--- config.mk ---
export PLATFORM = sky130hd
export DESIGN_NAME = lsfr_front
export DESIGN_NICKNAME = d
export VERILOG_FILES = /design/src/rtl/core/led_serpentine_frame_reorder_assert.svh /design/src/rtl/core/lsfr_pkg.sv /design/src/rtl/core/lsfr_front.sv
export SDC_FILE = /design/constraint.sdc
export NUM_CORES = 1
export LEC_CHECK = 0
export ABC_AREA = 1
export BUFFER_PORTS_ARGS = -buffer_cell sky130_fd_sc_hd__clkbuf_2
export CORE_MARGIN = 1
export CORE_UTILIZATION = 53
export DETAILED_ROUTE_END_ITERATION = 8
export PLACE_DENSITY = 0.82
export SETUP_SLACK_MARGIN = 0.2
export SYNTH_ARGS = -nofsm -noshare
export SYNTH_HDL_FRONTEND = slang
export SYNTH_SLANG_ARGS = --single-unit
--- constraint.sdc ---
create_clock -name clk_i -period 10.27 [get_ports clk_i]
set_input_delay 1.027 -clock clk_i [delete_from_list [all_inputs] [get_ports clk_i]]
set_output_delay 1.027 -clock clk_i [all_outputs]
set_load 0.02 [all_outputs]
--- src/rtl/core/led_serpentine_frame_reorder_assert.svh ---
// Assertion macros for the serpentine frame reorder block.
`ifndef LED_SERPENTINE_FRAME_REORDER_ASSERT_SVH
`define LED_SERPENTINE_FRAME_REORDER_ASSERT_SVH

// Same-cycle implication, checked outside reset.
`define LSFR_ASSERT_IMPL(name, ante, cons, msg) \
  name: assert property (@(posedge clk_i) disable iff (!rst_ni) (ante) |-> (cons)) \
    else $error(msg);

// Next-cycle implication, checked outside reset.
`define LSFR_ASSERT_NEXT(name, ante, cons, msg) \
  name: assert property (@(posedge clk_i) disable iff (!rst_ni) (ante) |=> (cons)) \
    else $error(msg);

`endif

--- src/rtl/core/lsfr_pkg.sv ---
// Shared types, constants and helpers for the serpentine frame reorder block.
package lsfr_pkg;

  localparam int unsigned MAX_COLUMNS = 64;
  localparam int unsigned MAX_ROWS    = 32;
  localparam int unsigned MAX_STRINGS = 8;

  localparam int unsigned COL_W   = $clog2(MAX_COLUMNS);
  localparam int unsigned ROW_W   = $clog2(MAX_ROWS);
  localparam int unsigned STR_W   = $clog2(MAX_STRINGS);
  localparam int unsigned ADDR_W  = COL_W + ROW_W;
  localparam int unsigned DEPTH   = MAX_COLUMNS * MAX_ROWS;
  localparam int unsigned PIXEL_W = 24;

  localparam int unsigned CFG_COLS_W = 7;
  localparam int unsigned CFG_ROWS_W = 6;
  localparam int unsigned CFG_STRS_W = 4;
  localparam int unsigned CFG_RPS_W  = 6;
  localparam int unsigned CFG_DATA_W = 7;
  localparam int unsigned CFG_IDX_W  = 2;

  localparam int unsigned QUEUE_DEPTH = 2;
  localparam int unsigned QPTR_W      = $clog2(QUEUE_DEPTH);
  localparam int unsigned QCNT_W      = $clog2(QUEUE_DEPTH + 1);

  typedef enum logic [CFG_IDX_W-1:0] {
    CFG_COLUMNS  = 2'd0,
    CFG_ROWS     = 2'd1,
    CFG_STRINGS  = 2'd2,
    CFG_ROWS_STR = 2'd3
  } lsfr_cfg_e;

  typedef enum logic [1:0] {
    OP_WRITE = 2'd0,
    OP_READ  = 2'd1,
    OP_PAD   = 2'd2
  } lsfr_op_e;

  typedef struct packed {
    lsfr_op_e            op;
    logic [ADDR_W-1:0]   addr;
    logic [PIXEL_W-1:0]  pixel;
    logic                frame_end;
  } lsfr_entry_t;

  function automatic logic [CFG_COLS_W-1:0] sat_cols(input logic [CFG_COLS_W-1:0] v);
    if (v == '0) return CFG_COLS_W'(1);
    if (v > CFG_COLS_W'(MAX_COLUMNS)) return CFG_COLS_W'(MAX_COLUMNS);
    return v;
  endfunction

  function automatic logic [CFG_ROWS_W-1:0] sat_rows(input logic [CFG_ROWS_W-1:0] v);
    if (v == '0) return CFG_ROWS_W'(1);
    if (v > CFG_ROWS_W'(MAX_ROWS)) return CFG_ROWS_W'(MAX_ROWS);
    return v;
  endfunction

  function automatic logic [CFG_STRS_W-1:0] sat_strs(input logic [CFG_STRS_W-1:0] v);
    if (v == '0) return CFG_STRS_W'(1);
    if (v > CFG_STRS_W'(MAX_STRINGS)) return CFG_STRS_W'(MAX_STRINGS);
    return v;
  endfunction

endpackage

--- src/rtl/core/lsfr_front.sv ---
// Front end: configuration registers, item classification and the serpentine walk.
module lsfr_front import lsfr_pkg::*; (
  input  logic                  clk_i,
  input  logic                  rst_ni,
  input  logic                  cfg_we_i,
  input  logic [CFG_IDX_W-1:0]  cfg_idx_i,
  input  logic [CFG_DATA_W-1:0] cfg_data_i,
  input  logic                  in_valid_i,
  output logic                  in_ready_o,
  input  logic                  kind_i,
  input  logic [COL_W-1:0]      column_i,
  input  logic [ROW_W-1:0]      row_i,
  input  logic [7:0]            red_in_i,
  input  logic [7:0]            green_in_i,
  input  logic [7:0]            blue_in_i,
  input  logic                  clear_busy_i,
  output logic                  push_valid_o,
  input  logic                  push_ready_i,
  output lsfr_entry_t           push_entry_o
);

  logic [CFG_COLS_W-1:0] cols_cfg_q;
  logic [CFG_ROWS_W-1:0] rows_cfg_q;
  logic [CFG_STRS_W-1:0] strs_cfg_q;
  logic [CFG_RPS_W-1:0]  rps_cfg_q;

  logic [STR_W-1:0] str_q, str_d;
  logic [ROW_W-1:0] ris_q, ris_d;
  logic [COL_W-1:0] cstep_q, cstep_d;

  logic [CFG_COLS_W-1:0] cols;
  logic [CFG_ROWS_W-1:0] rows;
  logic [CFG_STRS_W-1:0] strs;
  logic [CFG_RPS_W-1:0]  rps;

  logic [STR_W-1:0] str_e;
  logic [ROW_W-1:0] ris_e;
  logic [COL_W-1:0] cstep_e;
  logic [8:0]       y;
  logic [COL_W-1:0] x;
  logic             pad, last_col, last_row, last_str, wr_ok, accept;

  assign cols = sat_cols(cols_cfg_q);
  assign rows = sat_rows(rows_cfg_q);
  assign strs = sat_strs(strs_cfg_q);
  assign rps  = sat_rows(rps_cfg_q);

  assign in_ready_o = push_ready_i && !clear_busy_i;
  assign accept     = in_valid_i && in_ready_o;

  always_comb begin
    str_e   = ({1'b0, str_q} >= strs) ? STR_W'(strs - 1'b1) : str_q;
    ris_e   = ({1'b0, ris_q} >= rps) ? ROW_W'(rps - 1'b1) : ris_q;
    cstep_e = ({1'b0, cstep_q} >= cols) ? COL_W'(cols - 1'b1) : cstep_q;

    y   = 9'(str_e) + 9'(ris_e) * 9'(strs);
    x   = ris_e[0] ? COL_W'(cols - 7'd1 - {1'b0, cstep_e}) : cstep_e;
    pad = y >= 9'(rows);

    last_col = ({1'b0, cstep_e} + 7'd1) >= cols;
    last_row = ({1'b0, ris_e} + 6'd1) >= rps;
    last_str = ({1'b0, str_e} + 4'd1) >= strs;

    wr_ok = ({1'b0, column_i} < cols) && ({1'b0, row_i} < rows);

    push_entry_o.pixel     = {red_in_i, green_in_i, blue_in_i};
    push_entry_o.frame_end = last_col && last_row && last_str;
    if (kind_i == 1'b0) begin
      push_entry_o.op   = OP_WRITE;
      push_entry_o.addr = {row_i, column_i};
    end else begin
      push_entry_o.op   = pad ? OP_PAD : OP_READ;
      push_entry_o.addr = {y[ROW_W-1:0], x};
    end
    push_valid_o = in_valid_i && !clear_busy_i && (kind_i || wr_ok);

    str_d   = str_e;
    ris_d   = ris_e;
    cstep_d = cstep_e + 1'b1;
    if (last_col) begin
      cstep_d = '0;
      ris_d   = ris_e + 1'b1;
      if (last_row) begin
        ris_d = '0;
        str_d = last_str ? '0 : STR_W'(str_e + 1'b1);
      end
    end
  end

  always_ff @(posedge clk_i or negedge rst_ni) begin
    if (!rst_ni) begin
      cols_cfg_q <= CFG_COLS_W'(59);
      rows_cfg_q <= CFG_ROWS_W'(26);
      strs_cfg_q <= CFG_STRS_W'(6);
      rps_cfg_q  <= CFG_RPS_W'(5);
      str_q      <= '0;
      ris_q      <= '0;
      cstep_q    <= '0;
    end else begin
      if (cfg_we_i) begin
        case (lsfr_cfg_e'(cfg_idx_i))
          CFG_COLUMNS:  cols_cfg_q <= cfg_data_i[CFG_COLS_W-1:0];
          CFG_ROWS:     rows_cfg_q <= cfg_data_i[CFG_ROWS_W-1:0];
          CFG_STRINGS:  strs_cfg_q <= cfg_data_i[CFG_STRS_W-1:0];
          CFG_ROWS_STR: rps_cfg_q  <= cfg_data_i[CFG_RPS_W-1:0];
          default: ;
        endcase
      end
      if (accept && kind_i) begin
        str_q   <= str_d;
        ris_q   <= ris_d;
        cstep_q <= cstep_d;
      end
    end
  end

endmodule

; ---- Yosys cells after proc, flatten, opt, wreduce, memory -nomap -nowiden
; Index checks and enable logic that the tools add are counted.
[op_classes]
addsub = 11
mul = 1
n_lt_le_gt_ge = 13
eq_ne = 3
muxes = 40
n_reduce_logical = 19
[op_table]
columns = op, count
row1 = $mux W6, 11
row2 = $mux W7, 4
row3 = $mux W4, 4
row4 = $mux W5, 3
row5 = $mux W13, 1
row6 = $gt A6 B6 Y1 const B, 2
row7 = $logic_not A6 Y1, 2
row8 = $mux W1, 12
row9 = $mux W3, 4
row10 = $add A3 B9 Y9, 1
row11 = $ge A9 B6 Y1, 1
row12 = $mul A5 B4 Y9, 1
row13 = $logic_and A1 B1 Y1, 8
row14 = $reduce_and A2 Y1, 4
row15 = $add A6 B1 Y7 const B, 1
row16 = $ge A6 B7 Y1, 1
row17 = $ge A7 B7 Y1, 1
row18 = $gt A7 B7 Y1 const B, 1
row19 = $logic_not A7 Y1, 1
row20 = $lt A6 B7 Y1, 1
row21 = $add A5 B1 Y6 const B, 1
row22 = $add A6 B1 Y6 const B, 1
row23 = $ge A5 B6 Y1, 1
row24 = $ge A6 B6 Y1, 1
row25 = 18 further kinds, 19
[word_totals]
ff_bits = 37
inputBits = 51

; ---- Depth between registers and ports, before layout
[logic_depth]
ltp_word = 12
mapped_depth = 31
mapped_depth_nobuf = 30

; ---- Least setup slack after synthesis
; No wires, ideal clock.
[synth_path]
path_type = register to output
start = register rps_cfg_q[1]
end = output push_entry_o[36] (netlist name)
arrival_time_ps = 5153
path_slack_ps = 4090
stages_incl_launch_ff = 28
n_path_buf = 1
cell_sequence = dfrtp_1 > nor2_1 > nand3_1 > a21oi_1 > ha_1 > o21ai_0 > nand2_1 > nand4_1 > nand2_2 > o21ai_0 > buf_2 > nand2_1 > fa_1 > inv_1 > fa_1 > ha_1 > ha_1 > a21oi_1 > nand2_1 > xor2_1 > ha_1 > a21oi_1 > o221ai_1 > nand2_1 > nand3b_1 > nor2_1 > nand2_1 > nor2_1
[synth_rtl]
columns = item, line
row1 = "start, declared", lsfr_front.sv:25  ; logic [CFG_RPS_W-1:0] rps_cfg_q;
row2 = "start signal, assigned", lsfr_front.sv:105  ; CFG_ROWS_STR: rps_cfg_q <= cfg_data_i[CFG_RPS_W-1:0];
row3 = "end, declared", lsfr_front.sv:19  ; output lsfr_entry_t push_entry_o

==> results.md <==
* Outcome: complete, no violations
* Slew headroom at 39.97%
* Ports at 91
* Netlist cell types at 48
* Routability cong. at 0.9323
* Global-route wire length before repair at 18.33 mm
* WL final at 11.14 mm
* Setup TNS at 0 ps
* Post-synthesis sequential area ratio at 20.26%
* XOR/XNOR Fraction of Synth Area at 2.829%
* Clock Skew at 4.837 ps
* Fin crit period at 6884 ps
* Final setup fails at 0
* GRT Util Overall at 26.06%
* Post-synth EDFFs at 0
* RSZ-0062 raised after global routing: false
* PD cells at 382.1 nW/um^2
* # Post-CTS Setup Buffers at 0
* Worst Hold Depth at 2
* TritonCTS Buffers at 5
* Syn-to-layout area delta at 4.877%
* Htree depth at 2
* Worst ir drop on vdd at 0.1801 mV
* Post-synthesis mux area share at 0%
* FF-to-FF End: ris_q[0]
* Routed wire per std cell at 14.37 microns
* Met3 usage at 3.589%
* Clock-pin slew on the worst setup and hold paths at 80 ps
* First drt pass iteration count at 5
* Final Hold Violating Endpoints at 0
* Final-stage net count at 804
* Worst path required time at 9240 ps
* Port-buffer cells at 42
* Post-synthesis sequential element count at 37
* Min-Delay Endpoint: strs_cfg_q[0]
* Syn Nets at 786
* Residual DRC at 0
* Kind of end point of the critical path: primary output
* Die width at 95.60 microns
* Global route total overflow at 0
* Area contributors post-synth: ha_1, nand2_1, dfrtp_1, inv_1, dfstp_2
* FMAX at 0.1453 GHz
* Hold WC Path Type: register to register
* Synth Area in Compound Gates at 13.34%
* P_leak at 2.648 nW
* TritonCTS clock tree: yes
* Max-slew violations at 0
* Fraction of the mapped netlist area in simple logic gates at 27.59%
* Synth area leader: ha_1
* Pin count of the biggest net entering global routing at 38
* Final Cell Area at 4870 sq um
* Area of placed instances at 4778 sq um
* Hold Startpoint: strs_cfg_q[0]
* Hpwl dp at 9.172 mm
* Vias per cell at 5.572
* Clock sink total at 37
* Ant diodes at 0
* Largest family of logic cells by synthesized area: simple AND/OR/NAND/NOR gates
* Hold buffer count at CTS at 0
* Buffer depth of the longest clock path at 2
* Ys async rst share at 100.0%
* Global route hottest layer: met2
* CTS root buf: clkbuf_8
* Initial antenna violation count at 0
* Fin crit share at 67.03%
* Critical Path AT at 5860 ps
* R2R Setup Slk at 5620 ps
* Reg-to-Reg Start: cols_cfg_q[2]
* Vias in the first global route at 3931
* Yosys warns at 0
* Post-route ant nets at 0
* Pin slew with the least headroom to its limit at 900.4 ps
* Vias at 4318
* Critical path type: register to primary output
* Most frequent CP cell: nand2_1
* Area share of the largest cell type after synthesis at 20.21%
* Synth Cell Area at 4643 sq um
* Synthesized area per cell at 7.132 sq um
* Post-CTS sizing at 0
* Std cell rows at 33
* Crit path launch type: register
* Die footprint at 9139 sq um
* Ys flop type: dfrtp_1
* Initial Utilization at 55.67%
* Clock Latency Late Sink at 300 ps
* Slowest cell on the critical path: fa_1
* Adder-Cell Fraction of Synth Area at 24.09%
* CORE AREA at 8341 sq um
* Routing usage on met1 at 35.74%
* Initial DRC count at 274
* Met2 Resource Use GR at 42.74%
* Die Y-Extent at 95.60 microns
* Syn Inst Count at 651
* Maxcap violations at 0
* Worst stage delay on the critical path at 420 ps
* Worst Reg-to-Reg Cells at 24
* CP Max Fanout at 9
* Layout cells sized above 1 at 13.58%
[layer usage]
layer	part of all wire [%]	wire length (microns)
met5	0	0
met4	1.3	149
met3	5.9	655
met2	46	5158
met1	46	5172
[logic make-up after synthesis]
logic type / Yosys count
simple gates: 291
flops: 37
xor+xnor: 15
compound gates: 103
buf+inv: 121
fa+ha+maj: 84
[worst max path at each step]
stage | startpoint | to | slack [ps] | depth (start not counted)
2_1_floorplan | rps_cfg_q[1] | push_entry_o[36] | 4090 | 27
3_3_place_gp | rps_cfg_q[1] | push_entry_o[36] | 4020 | 28
3_5_place_dp | rps_cfg_q[1] | push_entry_o[36] | 3760 | 28
4_1_cts | rps_cfg_q[1] | push_entry_o[36] | 3430 | 28
5_1_grt | rps_cfg_q[1] | push_entry_o[36] | 3030 | 28
6_report | rps_cfg_q[1] | push_entry_o[36] | 3390 | 28
[through the flow]
stage / utilization (%) / instances / power (mW) / hold slack, ps / worst slack [ps]
floorplan: - / 651 / 1.391 / 447.4 / 4090
global placement: 57.29 / 767 / 1.658 / 461.7 / 4025
detailed placement: 57.29 / 767 / 1.732 / 473.3 / 3757
CTS: 58.39 / 775 / 1.847 / 492.2 / 3433
global route: 58.39 / 775 / 2.076 / 524.5 / 3027
finish: 58.39 / 775 / 1.861 / 488.3 / 3386
[layout by cell type (no fill, tap or decap), drive strengths merged, types with 9 or more instances in the layout]
master  count
clkbuf     47
fa          9
nand3      39
ha         75
dfstp      12
xor2        9
inv        88
nor2       49
o21ai      49
nand4      12
dfrtp      25
a21oi      28
nand2     180
[sequential cells by signal (all words and copies together), names as in the netlist]
register    cells
cols_cfg_q      7
cstep_q         6
ris_q           5
rows_cfg_q      6
rps_cfg_q       6
str_q           3
strs_cfg_q      4
[critical path: cells and delay by family, from the launching register on]
family                     cells  cell delay [ps]
and+or+nand+nor               12             1240
adders and majority gates      6             2080
xor gates and xnor gates       1              180
AOI/OAI and AO/OA              6             1280
buffers and inverters          3              390
DFF                            1              400
[Yosys cell counts (2+ instances only)]
cell type  count
nand3_1       37
nand3b_1       2
o21ai_1        2
nand3_2        2
nor3_1         3
dfrtp_1       25
a21oi_1       28
o221ai_1       2
inv_2          2
xnor2_1        6
buf_2          3
buf_4         24
nor2_1        45
ha_1          75
o21bai_1       3
o21ai_2        2
nand2_1      168
nand2_4        3
clkbuf_1       5
fa_1           9
dfstp_2       12
and2_1         3
a22oi_1        3
nand4_1       12
xor2_1         9
o211ai_1       6
o21a_1         2
inv_1         85
nor2_2         3
o21ai_0       44
o22ai_1        2
nand2_2        8
[power by group]
part | switching (mW) | internal, mW | leakage, nW
clock | 0.0543 | 0.0480 | 0.0481
combinational | 0.960 | 0.571 | 2.16
sequential | 0.0383 | 0.190 | 0.441
[cell type report]
cell class / instances / area, sq um
multi-input cells: 493 / 3151
fillers: 813 / 3471
clock inverters: 3 / 22.52
repair buffers: 43 / 217.7
inverters: 89 / 337.8
flip-flops and latches: 37 / 940.9
clock buffers: 5 / 68.82
well taps: 105 / 131.4
No activity file was read; power rests on OpenSTA's default activity.
