### src/rtl/core/led_serpentine_frame_reorder_assert.svh
// Assertion macros for the serpentine frame reorder block.
`ifndef LED_SERPENTINE_FRAME_REORDER_ASSERT_SVH
`define LED_SERPENTINE_FRAME_REORDER_ASSERT_SVH

// Same-cycle implication, checked outside reset.
`define LSFR_ASSERT_IMPL(name, ante, cons, msg) \
  name: assert property (@(posedge clk_i) disable iff (!rst_ni) (ante) |-> (cons)) \
    else $error(msg);

// Next-cycle implication, checked outside reset.
`define LSFR_ASSERT_NEXT(name, ante, cons, msg) \
  name: assert property (@(posedge clk_i) disable iff (!rst_ni) (ante) |=> (cons)) \
    else $error(msg);

`endif

### src/rtl/core/lsfr_pkg.sv
// Shared types, constants and helpers for the serpentine frame reorder block.
package lsfr_pkg;

  localparam int unsigned MAX_COLUMNS = 64;
  localparam int unsigned MAX_ROWS    = 32;
  localparam int unsigned MAX_STRINGS = 8;

  localparam int unsigned COL_W   = $clog2(MAX_COLUMNS);
  localparam int unsigned ROW_W   = $clog2(MAX_ROWS);
  localparam int unsigned STR_W   = $clog2(MAX_STRINGS);
  localparam int unsigned ADDR_W  = COL_W + ROW_W;
  localparam int unsigned DEPTH   = MAX_COLUMNS * MAX_ROWS;
  localparam int unsigned PIXEL_W = 24;

  localparam int unsigned CFG_COLS_W = 7;
  localparam int unsigned CFG_ROWS_W = 6;
  localparam int unsigned CFG_STRS_W = 4;
  localparam int unsigned CFG_RPS_W  = 6;
  localparam int unsigned CFG_DATA_W = 7;
  localparam int unsigned CFG_IDX_W  = 2;

  localparam int unsigned QUEUE_DEPTH = 2;
  localparam int unsigned QPTR_W      = $clog2(QUEUE_DEPTH);
  localparam int unsigned QCNT_W      = $clog2(QUEUE_DEPTH + 1);

  typedef enum logic [CFG_IDX_W-1:0] {
    CFG_COLUMNS  = 2'd0,
    CFG_ROWS     = 2'd1,
    CFG_STRINGS  = 2'd2,
    CFG_ROWS_STR = 2'd3
  } lsfr_cfg_e;

  typedef enum logic [1:0] {
    OP_WRITE = 2'd0,
    OP_READ  = 2'd1,
    OP_PAD   = 2'd2
  } lsfr_op_e;

  typedef struct packed {
    lsfr_op_e            op;
    logic [ADDR_W-1:0]   addr;
    logic [PIXEL_W-1:0]  pixel;
    logic                frame_end;
  } lsfr_entry_t;

  function automatic logic [CFG_COLS_W-1:0] sat_cols(input logic [CFG_COLS_W-1:0] v);
    if (v == '0) return CFG_COLS_W'(1);
    if (v > CFG_COLS_W'(MAX_COLUMNS)) return CFG_COLS_W'(MAX_COLUMNS);
    return v;
  endfunction

  function automatic logic [CFG_ROWS_W-1:0] sat_rows(input logic [CFG_ROWS_W-1:0] v);
    if (v == '0) return CFG_ROWS_W'(1);
    if (v > CFG_ROWS_W'(MAX_ROWS)) return CFG_ROWS_W'(MAX_ROWS);
    return v;
  endfunction

  function automatic logic [CFG_STRS_W-1:0] sat_strs(input logic [CFG_STRS_W-1:0] v);
    if (v == '0) return CFG_STRS_W'(1);
    if (v > CFG_STRS_W'(MAX_STRINGS)) return CFG_STRS_W'(MAX_STRINGS);
    return v;
  endfunction

endpackage

### src/rtl/core/lsfr_queue.sv
// Short queue of classified operations between front and back.
module lsfr_queue import lsfr_pkg::*; (
  input  logic        clk_i,
  input  logic        rst_ni,
  input  logic        push_valid_i,
  output logic        push_ready_o,
  input  lsfr_entry_t push_entry_i,
  output logic        pop_valid_o,
  input  logic        pop_i,
  output lsfr_entry_t pop_entry_o
);

  lsfr_entry_t       slot_q [QUEUE_DEPTH];
  logic [QPTR_W-1:0] wr_ptr_q, rd_ptr_q;
  logic [QCNT_W-1:0] cnt_q;
  logic              push, pop;

  assign push_ready_o = cnt_q != QCNT_W'(QUEUE_DEPTH);
  assign pop_valid_o  = cnt_q != '0;
  assign pop_entry_o  = slot_q[rd_ptr_q];
  assign push         = push_valid_i && push_ready_o;
  assign pop          = pop_i && pop_valid_o;

  always_ff @(posedge clk_i) begin
    if (push) begin
      slot_q[wr_ptr_q] <= push_entry_i;
    end
  end

  always_ff @(posedge clk_i or negedge rst_ni) begin
    if (!rst_ni) begin
      wr_ptr_q <= '0;
      rd_ptr_q <= '0;
      cnt_q    <= '0;
    end else begin
      if (push) begin
        wr_ptr_q <= (wr_ptr_q == QPTR_W'(QUEUE_DEPTH - 1)) ? '0 : wr_ptr_q + 1'b1;
      end
      if (pop) begin
        rd_ptr_q <= (rd_ptr_q == QPTR_W'(QUEUE_DEPTH - 1)) ? '0 : rd_ptr_q + 1'b1;
      end
      case ({push, pop})
        2'b10:   cnt_q <= cnt_q + 1'b1;
        2'b01:   cnt_q <= cnt_q - 1'b1;
        default: cnt_q <= cnt_q;
      endcase
    end
  end

endmodule

### config.mk
export PLATFORM = sky130hd
export DESIGN_NAME = lsfr_queue
export DESIGN_NICKNAME = d
export VERILOG_FILES = /design/src/rtl/core/led_serpentine_frame_reorder_assert.svh /design/src/rtl/core/lsfr_pkg.sv /design/src/rtl/core/lsfr_queue.sv
export SDC_FILE = /design/constraint.sdc
export NUM_CORES = 1
export LEC_CHECK = 0
export BUFFER_PORTS_ARGS = -buffer_cell sky130_fd_sc_hd__buf_2
export CAP_MARGIN = 5
export CELL_PAD_IN_SITES_DETAIL_PLACEMENT = 0
export CELL_PAD_IN_SITES_GLOBAL_PLACEMENT = 2
export CORE_MARGIN = 2
export CORE_UTILIZATION = 39
export CTS_BUF_LIST = sky130_fd_sc_hd__clkbuf_4 sky130_fd_sc_hd__clkbuf_8
export DETAILED_ROUTE_END_ITERATION = 8
export GPL_TIMING_DRIVEN = 0
export PLACE_DENSITY = 0.84
export SYNTH_ARGS = -nofsm -noshare
export SYNTH_HDL_FRONTEND = slang
export SYNTH_SLANG_ARGS = --single-unit
### constraint.sdc
create_clock -name clk_i -period 3.6 [get_ports clk_i]
set_input_delay 0.72 -clock clk_i [delete_from_list [all_inputs] [get_ports clk_i]]
set_output_delay 0.72 -clock clk_i [all_outputs]
set_load 0.02 [all_outputs]
======== Word level (Yosys, flattened, before mapping) ========
Memory sizes are Yosys's and may differ from the RTL's.
Index checks and enable logic that the tools add are counted.
W data, S select, Z words.
word-level totals
  flip-flop bits (word level) ............. 4
  bits in latches ......................... 0
  memory bits (writable) .................. 76
  memory bits (read-only) ................. 0
  input bits .............................. 42
  output and inout bits ................... 40
  word-level logic and storage cells ...... 20
  memories ................................ 1
memory list
  memory  words  width  rd ports  clocked after Yosys merged registers in  wr ports  line              RTL
  slot_q  2      38     1         0                                        1         lsfr_queue.sv:13  lsfr_entry_t slot_q [QUEUE_DEPTH];
cells by class
  add/sub/neg operators ................... 4
  $mul .................................... 0
  div/mod/pow operators ................... 0
  $lt $le $gt $ge ......................... 0
  eq/ne operators ......................... 3
  shift operators ......................... 0
  multiplexer cells ....................... 5
  bitwise operators ....................... 0
  reductions and logical operators ........ 4
operators with widths
  kind                   number
  $mux W1                4
  $pmux W2 S2            1
  $reduce_bool A2 Y1     2
  $add A1 B1 Y1 const B  2
  $add A2 B1 Y2 const B  1
  $eq A2 B1 Y1 const B   1
  $eq A2 B2 Y1 const B   1
  $logic_and A1 B1 Y1    2
  $ne A2 B2 Y1 const B   1
  $sub A2 B1 Y2 const B  1

======== Depth between registers and ports, before layout ========
Gate-level depths: netlist of run 1.
  depth in word-level cells ............... 4
  depth in mapped cells ................... 6
  mapped depth without buffers ............ 6

======== Worst setup path after synthesis of run 1 ========
Ideal clock, no wire load.
  kind .................................... in2reg
  start ................................... in push_valid_i
  end ..................................... mem slot_q[0][0] in the netlist's numbering, enable pin
  setup time .............................. 433 ps
  arrival ................................. 2425 ps
  data required time ...................... 3167 ps
  setup slack ............................. 742 ps
  stages .................................. 2
  path through ............................ nand2_1 > nor2_1
between the ends
  cells in the longest elaborated chain, start to end .. 3
RTL lines
  what                           line              RTL
  start, declared                lsfr_queue.sv:5   input logic push_valid_i,
  $logic_and A1 B1 Y1            lsfr_queue.sv:21  assign push = push_valid_i && push_ready_o;
  $mux W1                        lsfr_queue.sv:25  if (push) begin
  $mux W1 (not written as such)  lsfr_queue.sv:26  slot_q[wr_ptr_q] <= push_entry_i;
  end, declared                  lsfr_queue.sv:13
No other way between the ends.

==> impl_metrics.env, run 1 <==
export IMPL_syn_area_sq_um=2980
export IMPL_finalClockSkew_ps=12.1
export IMPL_yosys_warnings=0
export IMPL_ys_seq_area_share_pct=79.8
export IMPL_slew_violations=0
export IMPL_crit_type="flop to output port"
export IMPL_cts_made_buffers=9
export IMPL_placed_area_sq_um=3560
export IMPL_routed_wl_microns=4950
export IMPL_cp_top_family="buffers and inverters"
export IMPL_grt_overflow=0
export IMPL_avgViaCountPerCell=4.52
export IMPL_max_freq_ghz=0.446
export IMPL_layoutNonFillerInstCount=332
export IMPL_worst_path_stages=4
export IMPL_die_area_sq_um=8370
export IMPL_use_met1_pct=15.8
export IMPL_drive_gt1_share_pct=60.9
export IMPL_tritoncts="done"
export IMPL_drt_wirelength_per_cell_microns=14.9
export IMPL_gp_congestion=0.675
export IMPL_grt_first_pass_wirelength_microns=7500
export IMPL_post_place_ws_ps=1600
export IMPL_ys_ff_latch=80
export IMPL_setup_viol=0
export IMPL_placed_cells=317
export IMPL_yosysTopAreaCellShare_pct=76.5
export IMPL_cts_setup_buffers=0
export IMPL_slowest_stage="dfrtp_1"
export IMPL_vdd_drop_max_mv=0.346
export IMPL_vias=1501
export IMPL_arrival_ps=1520
export IMPL_worst_slack_ps=1360
export IMPL_cts_buffer_depth=2
export IMPL_period_minus_slack_ps=2240
export IMPL_grt_max_degree=26
export IMPL_max_stage_delay_ps=380
export IMPL_core_area_sq_um=7330
export IMPL_grt_pass1_vias=1541
export IMPL_ant_nets=0
export IMPL_num_io_pins=82
export IMPL_start_util_pct=40.7
export IMPL_holdBufCountCts=0
export IMPL_hold_viol_final=0
export IMPL_dp_hpwl_microns=3390
export IMPL_power_leakage_nw=1.44
export IMPL_syn_area_per_cell_sq_um=22.1
export IMPL_first_pass_iters=3
export IMPL_grt_busiest_layer="met2"
export IMPL_synth_compound_area_share_pct=0
export IMPL_synth_simple_area_share_pct=1.30
export IMPL_rsz0062_at_grt="false"
export IMPL_run_status="finished, final reports clean"
export IMPL_startpoint_type="flop"
export IMPL_rows=31
export IMPL_synth_xor_area_share_pct=1.47
export IMPL_root_buffer="clkbuf_8"
export IMPL_yosys_area_top_type="edfxtp_1"
export IMPL_required_ps=2880
export IMPL_drtIter0Drc=61
export IMPL_cp_cell_sequence="buf_6 > buf_8 > mux2_4 > buf_2"
export IMPL_slew_headroom_pct=64.6
export IMPL_insertion_delay_ps=340
export IMPL_grt_total_usage_pct=12.1
export IMPL_synthTopCellsByArea="edfxtp_1 (76%), mux2_2 (11%), mux2_4 (5.0%), dfrtp_1 (3.4%), xnor2_1 (0.88%)"
export IMPL_tightest_slew_ps=529
export IMPL_yosys_mux_area_fraction_pct=15.6
export IMPL_drc=0
export IMPL_whs_ps=178
export IMPL_cts_resized=0
export IMPL_grtUsageMet2_pct=18.5
export IMPL_cp_end_kind="output port"
export IMPL_synth_nets=178
export IMPL_cts_max_level=3
export IMPL_design_area_sq_um=3750
export IMPL_io_buffer_count=81
export IMPL_area_delta_synth_final_pct=25.6
export IMPL_yosysUniqueCellTypes=16
export IMPL_power_density_nw_per_um2=825
export IMPL_period_share_pct=62.2
export IMPL_num_nets_final=272
export IMPL_synth_top_family_by_area="multiplexers"
export IMPL_clkTransAtPathRegs_ps=80
export IMPL_die_y_microns=91.5
export IMPL_synth_fa_ha_area_share_pct=0.419
export IMPL_path_max_fanout=10
export IMPL_max_cap_violations=0
export IMPL_crit_buf_inv=3
export IMPL_use_met3_pct=3.24
export IMPL_syn_inst=135
export IMPL_rr_worst_depth=4
export IMPL_die_x_microns=91.5
export IMPL_cts_sinks=80
export IMPL_hold_class="input port to async pin"
export IMPL_antenna_found_initial=0
export IMPL_diodes=0
==> path summary, 6_finish.rpt <==
check	startpoint	end	slack (ps)
worst min register to register	cnt_q[1]$_DFFE_PN0P_	cnt_q[1]$_DFFE_PN0P_	510
worst max register to register	cnt_q[0]$_DFFE_PN0P_	slot_q[0][21]$_DFFE_PP_	1840
worst min-delay path	rst_ni	cnt_q[1]$_DFFE_PN0P_	180
worst max-delay path	rd_ptr_q$_DFFE_PN0P_	pop_entry_o[8]	1360
max in group asynchronous	rst_ni	cnt_q[0]$_DFFE_PN0P_	3290
min in group clk_i	cnt_q[1]$_DFFE_PN0P_	cnt_q[1]$_DFFE_PN0P_	510
==> cell families (layout without fill, tap and decap cells) <==
| group | Yosys count | in the layout |
|---|---|---|
| buf+inv | 4 | 102 |
| mux | 38 | 38 |
| xor+xnor | 5 | 5 |
| fa+ha+maj | 1 | 1 |
| simple gates | 7 | 7 |
| flops | 80 | 80 |
==> worst register-to-register path, cell delays in order (launching register included) <==
cell	delay [ps]
dfrtp_1	410
nand2b_1	190
nand2_1	150
nor2_4	450
buf_12	260
==> power breakdown <==
group	switching [mW]	internal, mW
logic	0.646	0.496
clock network	0.301	0.314
registers	0.0612	1.27
total	1.01	2.08
==> cell type report <==
| cell class | count | area (sq um) |
|---|---|---|
| multi-input combinational | 51 | 569 |
| sequential | 80 | 2380 |
| fill | 642 | 3580 |
| clock inverter | 6 | 61.3 |
| timing repair buffer | 83 | 445 |
| buffer | 4 | 41.3 |
| clock buffer | 9 | 124 |
| tap | 99 | 124 |
==> placed cells by master, fill, tap and decap left out, drive strengths merged <==
cell type,n
edfxtp,76
clkbuf,9
dfrtp,4
and2,1
xnor2,3
and3,1
or2,1
nor2,2
clkinv,5
mux2,38
nand2,1
nand2b,1
bufinv,1
buf,87
xor2,2
ha,1
==> cell usage after synthesis <==
library cell	number
xor2_1	2
or2_1	1
ha_1	1
xnor2_1	3
edfxtp_1	76
dfrtp_1	4
nand2b_1	1
nand2_1	1
buf_8	1
and2_4	1
and3_1	1
nor2_1	2
buf_6	1
mux2_4	10
buf_4	2
mux2_2	28
==> per-stage QoR <==
stage          util [%]  total power [mW]  setup TNS (ps)
6_report           51.1              3.09               0
5_1_grt            51.1              3.25               0
4_1_cts            51.1              3.15               0
3_5_place_dp       48.6              2.52               0
3_3_place_gp       47.9              2.48          -14710
2_1_floorplan         -              2.16               0
==> flip-flops by register name (all words and copies together) (netlist names) <==
signal and flops:
slot_q 76, cnt_q 2, rd_ptr_q 1, wr_ptr_q 1
==> metal layers <==
layer / vias up / wire length [microns] / part of all wire [%]
li1: 711 / - / -
met1: 717 / 2240 / 45
met2: 63 / 2250 / 45
met3: 10 / 358 / 7.2
met4: 0 / 100 / 2.0
met5: - / 0 / 0
Note: power is estimated with default switching activity, not from simulation.
==> inputs of run 2 (changes only) <==
--- a/config.mk
+++ b/config.mk
@@ -5,16 +5,17 @@
 export SDC_FILE = /design/constraint.sdc
 export NUM_CORES = 1
 export LEC_CHECK = 0
+export ABC_AREA = 1
 export BUFFER_PORTS_ARGS = -buffer_cell sky130_fd_sc_hd__buf_2
 export CAP_MARGIN = 5
 export CELL_PAD_IN_SITES_DETAIL_PLACEMENT = 0
 export CELL_PAD_IN_SITES_GLOBAL_PLACEMENT = 2
 export CORE_MARGIN = 2
-export CORE_UTILIZATION = 39
+export CORE_UTILIZATION = 32
 export CTS_BUF_LIST = sky130_fd_sc_hd__clkbuf_4 sky130_fd_sc_hd__clkbuf_8
 export DETAILED_ROUTE_END_ITERATION = 8
 export GPL_TIMING_DRIVEN = 0
-export PLACE_DENSITY = 0.84
+export PLACE_DENSITY = 0.81
 export SYNTH_ARGS = -nofsm -noshare
 export SYNTH_HDL_FRONTEND = slang
 export SYNTH_SLANG_ARGS = --single-unit
==> constraint.sdc (replaced) <==
create_clock -name clk_i -period 2 [get_ports clk_i]
set_input_delay 0.4 -clock clk_i [delete_from_list [all_inputs] [get_ports clk_i]]
set_output_delay 0.4 -clock clk_i [all_outputs]
set_load 0.02 [all_outputs]
==> run 2 against run 1 <==
Compared with the run above:
- critical path depth up 2
- setup slack worse by 1200 ps
- worst hold slack better by 69 ps
- global-route usage down 0.74 points
==> impl_metrics.env, run 2 <==
export IMPL_num_io_pins=82
export IMPL_cp_end_kind="output port"
export IMPL_setup_viol=0
export IMPL_grt_first_pass_wirelength_microns=8450
export IMPL_seqPwrFrac_pct=41.2
export IMPL_insertion_delay_ps=340
export IMPL_root_buffer="clkbuf_8"
export IMPL_vias=1873
export IMPL_crit_type="flop to output port"
export IMPL_first_pass_iters=4
export IMPL_cts_setup_buffers=0
export IMPL_synth_nets=271
export IMPL_gp_congestion=0.634
export IMPL_num_nets_final=366
export IMPL_clkTransAtPathRegs_ps=80
export IMPL_syn_area_sq_um=2980
export IMPL_synth_top_family_by_area="simple AND/OR/NAND/NOR gates"
export IMPL_drc=0
export IMPL_yosysTopAreaCellShare_pct=76.6
export IMPL_synth_most_common_cell="nand2_1"
export IMPL_arrival_ps=1470
export IMPL_power_frac_comb_pct=37.4
export IMPL_syn_inst=228
export IMPL_dp_hpwl_microns=3870
export IMPL_vdd_drop_max_mv=0.533
export IMPL_syn_area_per_cell_sq_um=13.1
export IMPL_die_x_microns=101
export IMPL_multi_input_area_sq_um=537
export IMPL_synthArstFlopShare_pct=5.00
export IMPL_start_util_pct=32.6
export IMPL_yosys_area_top_type="edfxtp_1"
export IMPL_p_int_mw=3.68
export IMPL_cts_buffer_depth=2
export IMPL_grt_pass1_vias=1767
export IMPL_die_area_sq_um=10100
export IMPL_ys_seq_area_share_pct=79.9
export IMPL_diodes=0
export IMPL_largest_register_ffs=76
export IMPL_ys_ff_latch=80
export IMPL_core_area_sq_um=9150
export IMPL_cts_sinks=80
export IMPL_synth_main_ff_cell="edfxtp_1"
export IMPL_power_mw=5.82
export IMPL_rows=35
export IMPL_drt_wirelength_per_cell_microns=12.6
export IMPL_hold_viol_final=0
export IMPL_tritoncts="done"
export IMPL_avgViaCountPerCell=4.27
export IMPL_synthTopCellsByCount="nand2_1 (123), edfxtp_1 (76), inv_1 (6)"
export IMPL_switching_share_pct=36.8
export IMPL_synth_fa_ha_area_share_pct=0.420
export IMPL_utilization_pct=41.6
export IMPL_final_cell_mix="nand2_1 (123), buf_2 (85), edfxtp_1 (76)"
export IMPL_period_share_pct=93.3
export IMPL_switching_power_mw=2.14
export IMPL_yosys_warnings=0
export IMPL_cts_max_level=3
export IMPL_grt_overflow=0
export IMPL_ant_nets=0
export IMPL_slew_violations=0
export IMPL_synth_compound_area_share_pct=0.168
export IMPL_die_y_microns=101
export IMPL_yosys_mux_area_fraction_pct=0
export IMPL_clkPwrFrac_pct=21.4
export IMPL_drtIter0Drc=40
export IMPL_synth_edf_count=76
export IMPL_required_ps=1600
export IMPL_synthTopCellsByArea="edfxtp_1 (77%), nand2_1 (15%), dfrtp_1 (3.4%), buf_4 (1.0%), inv_1 (0.76%)"
export IMPL_finalClockSkew_ps=9.18
export IMPL_rsz0062_at_grt="false"
export IMPL_area_delta_synth_final_pct=27.7
export IMPL_synth_simple_area_share_pct=16.6
export IMPL_antenna_found_initial=0
export IMPL_grt_max_degree=32
export IMPL_reg_top3="slot_q x76, cnt_q x2"
export IMPL_period_minus_slack_ps=1870
export IMPL_top_register="slot_q"
export IMPL_io_buffer_count=81
export IMPL_grt_total_usage_pct=11.4
export IMPL_regArea_sq_um=2380
export IMPL_power_leakage_nw=1.66
export IMPL_hold_class="input port to flop"
export IMPL_power_density_nw_per_um2=1530
export IMPL_startpoint_type="flop"
export IMPL_cts_made_buffers=9
export IMPL_run_status="finished, final reports clean"
export IMPL_layout_commonest_cell="nand2_1"
export IMPL_slew_headroom_pct=68.6
export IMPL_synth_xor_area_share_pct=0.294
export IMPL_tightest_slew_ps=470
export IMPL_max_cap_violations=0
export IMPL_fill_cells=896
export IMPL_drive_gt1_share_pct=33.5
export IMPL_yosysUniqueCellTypes=14
export IMPL_path_max_fanout=10
export IMPL_max_freq_ghz=0.536
export IMPL_routed_wl_microns=5520
## run 2: changes by cell type in the layout (fill, tap and decap cells not counted), sizes merged, moves of 3 or more
cell / previous run / this run
nand2: 1 / 124
mux2: 38 / 0
inv: 0 / 7
buf: 87 / 91
clkinv: 5 / 2
## run 2: power groups by stage
stage | combinational, mW | sequential, mW | clock (mW)
after CTS | 2.24 | 2.40 | 1.30
after floorplan | 1.42 | 2.42 | 0
final | 2.17 | 2.39 | 1.25
after detailed placement | 2.24 | 2.44 | 0
after global placement | 2.13 | 2.44 | 0
after global routing | 2.41 | 2.43 | 1.37
## run 2: cells by family (layout without fill, tap and decap cells)
family | after synthesis | after routing
and+or+nand+nor | 130 | 130
DFF | 80 | 80
buffers and inverters | 15 | 115
adders and majority gates | 1 | 1
AOI/OAI and AO/OA | 1 | 1
xor gates and xnor gates | 1 | 1
## run 2: final cells by class
| class | instances | area share, % |
|---|---|---|
| Buffer | 8 | 1.32 |
| Tap cell | 111 | 3.65 |
| Sequential cell | 80 | 62.6 |
| Clock inverter | 6 | 2.20 |
| Inverter | 7 | 0.691 |
| Timing Repair Buffer | 84 | 12.0 |
| Clock buffer | 10 | 3.45 |
| Multi-Input combinational cell | 133 | 14.1 |
## run 2: repair_timing
action                    4_1_cts  5_1_grt
hold buffers                    1        0
hold endpoints to repair        4        0
gates resized for setup         0        0
## run 2: worst paths after layout
path / slack [ps] / to / cells past startpoint / from
max reg2reg: 320 / slot_q[0][1]$_DFFE_PP_ / 5 / cnt_q[0]$_DFFE_PN0P_
max: 130 / pop_entry_o[16] / 6 / rd_ptr_q$_DFFE_PN0P_
max in group asynchronous: 1470 / cnt_q[1]$_DFFE_PN0P_ / 2 / rst_ni
min in group asynchronous: 400 / rd_ptr_q$_DFFE_PN0P_ / 2 / rst_ni
min reg2reg: 500 / cnt_q[0]$_DFFE_PN0P_ / 1 / cnt_q[0]$_DFFE_PN0P_
min: 250 / slot_q[1][15]$_DFFE_PP_ / 1 / push_entry_i[15]
## run 2: worst max-delay path, cell delays in order (launching register included)
cell and delay (ps):
dfrtp_1 410, inv_2 70, buf_4 170, buf_4 200
nand2_1 60, nand2_1 60, buf_2 160
## run 2: routing by layer
| layer | vias to the layer above | GRT usage [%] | wire length (microns) |
|---|---|---|---|
| met5 | - | 0 | 0 |
| met4 | 0 | 6.32 | 106 |
| met3 | 9 | 2.57 | 196 |
| met2 | 42 | 20.5 | 3030 |
| met1 | 875 | 12.3 | 2190 |
| li1 | 947 | - | - |
## run 2: metrics by stage
stage | hold WS, ps | setup WS (ps) | setup TNS [ps] | cell area (sq um) | cells
floorplan | 104 | -118 | -8260 | 2990 | 228
global placement | 213 | -681 | -50500 | 3530 | 420
detailed placement | 217 | 297 | 0 | 3580 | 422
CTS | 224 | 82.5 | 0 | 3800 | 439
global route | 225 | 3.89 | 0 | 3800 | 439
finish | 246 | 135 | 0 | 3800 | 439
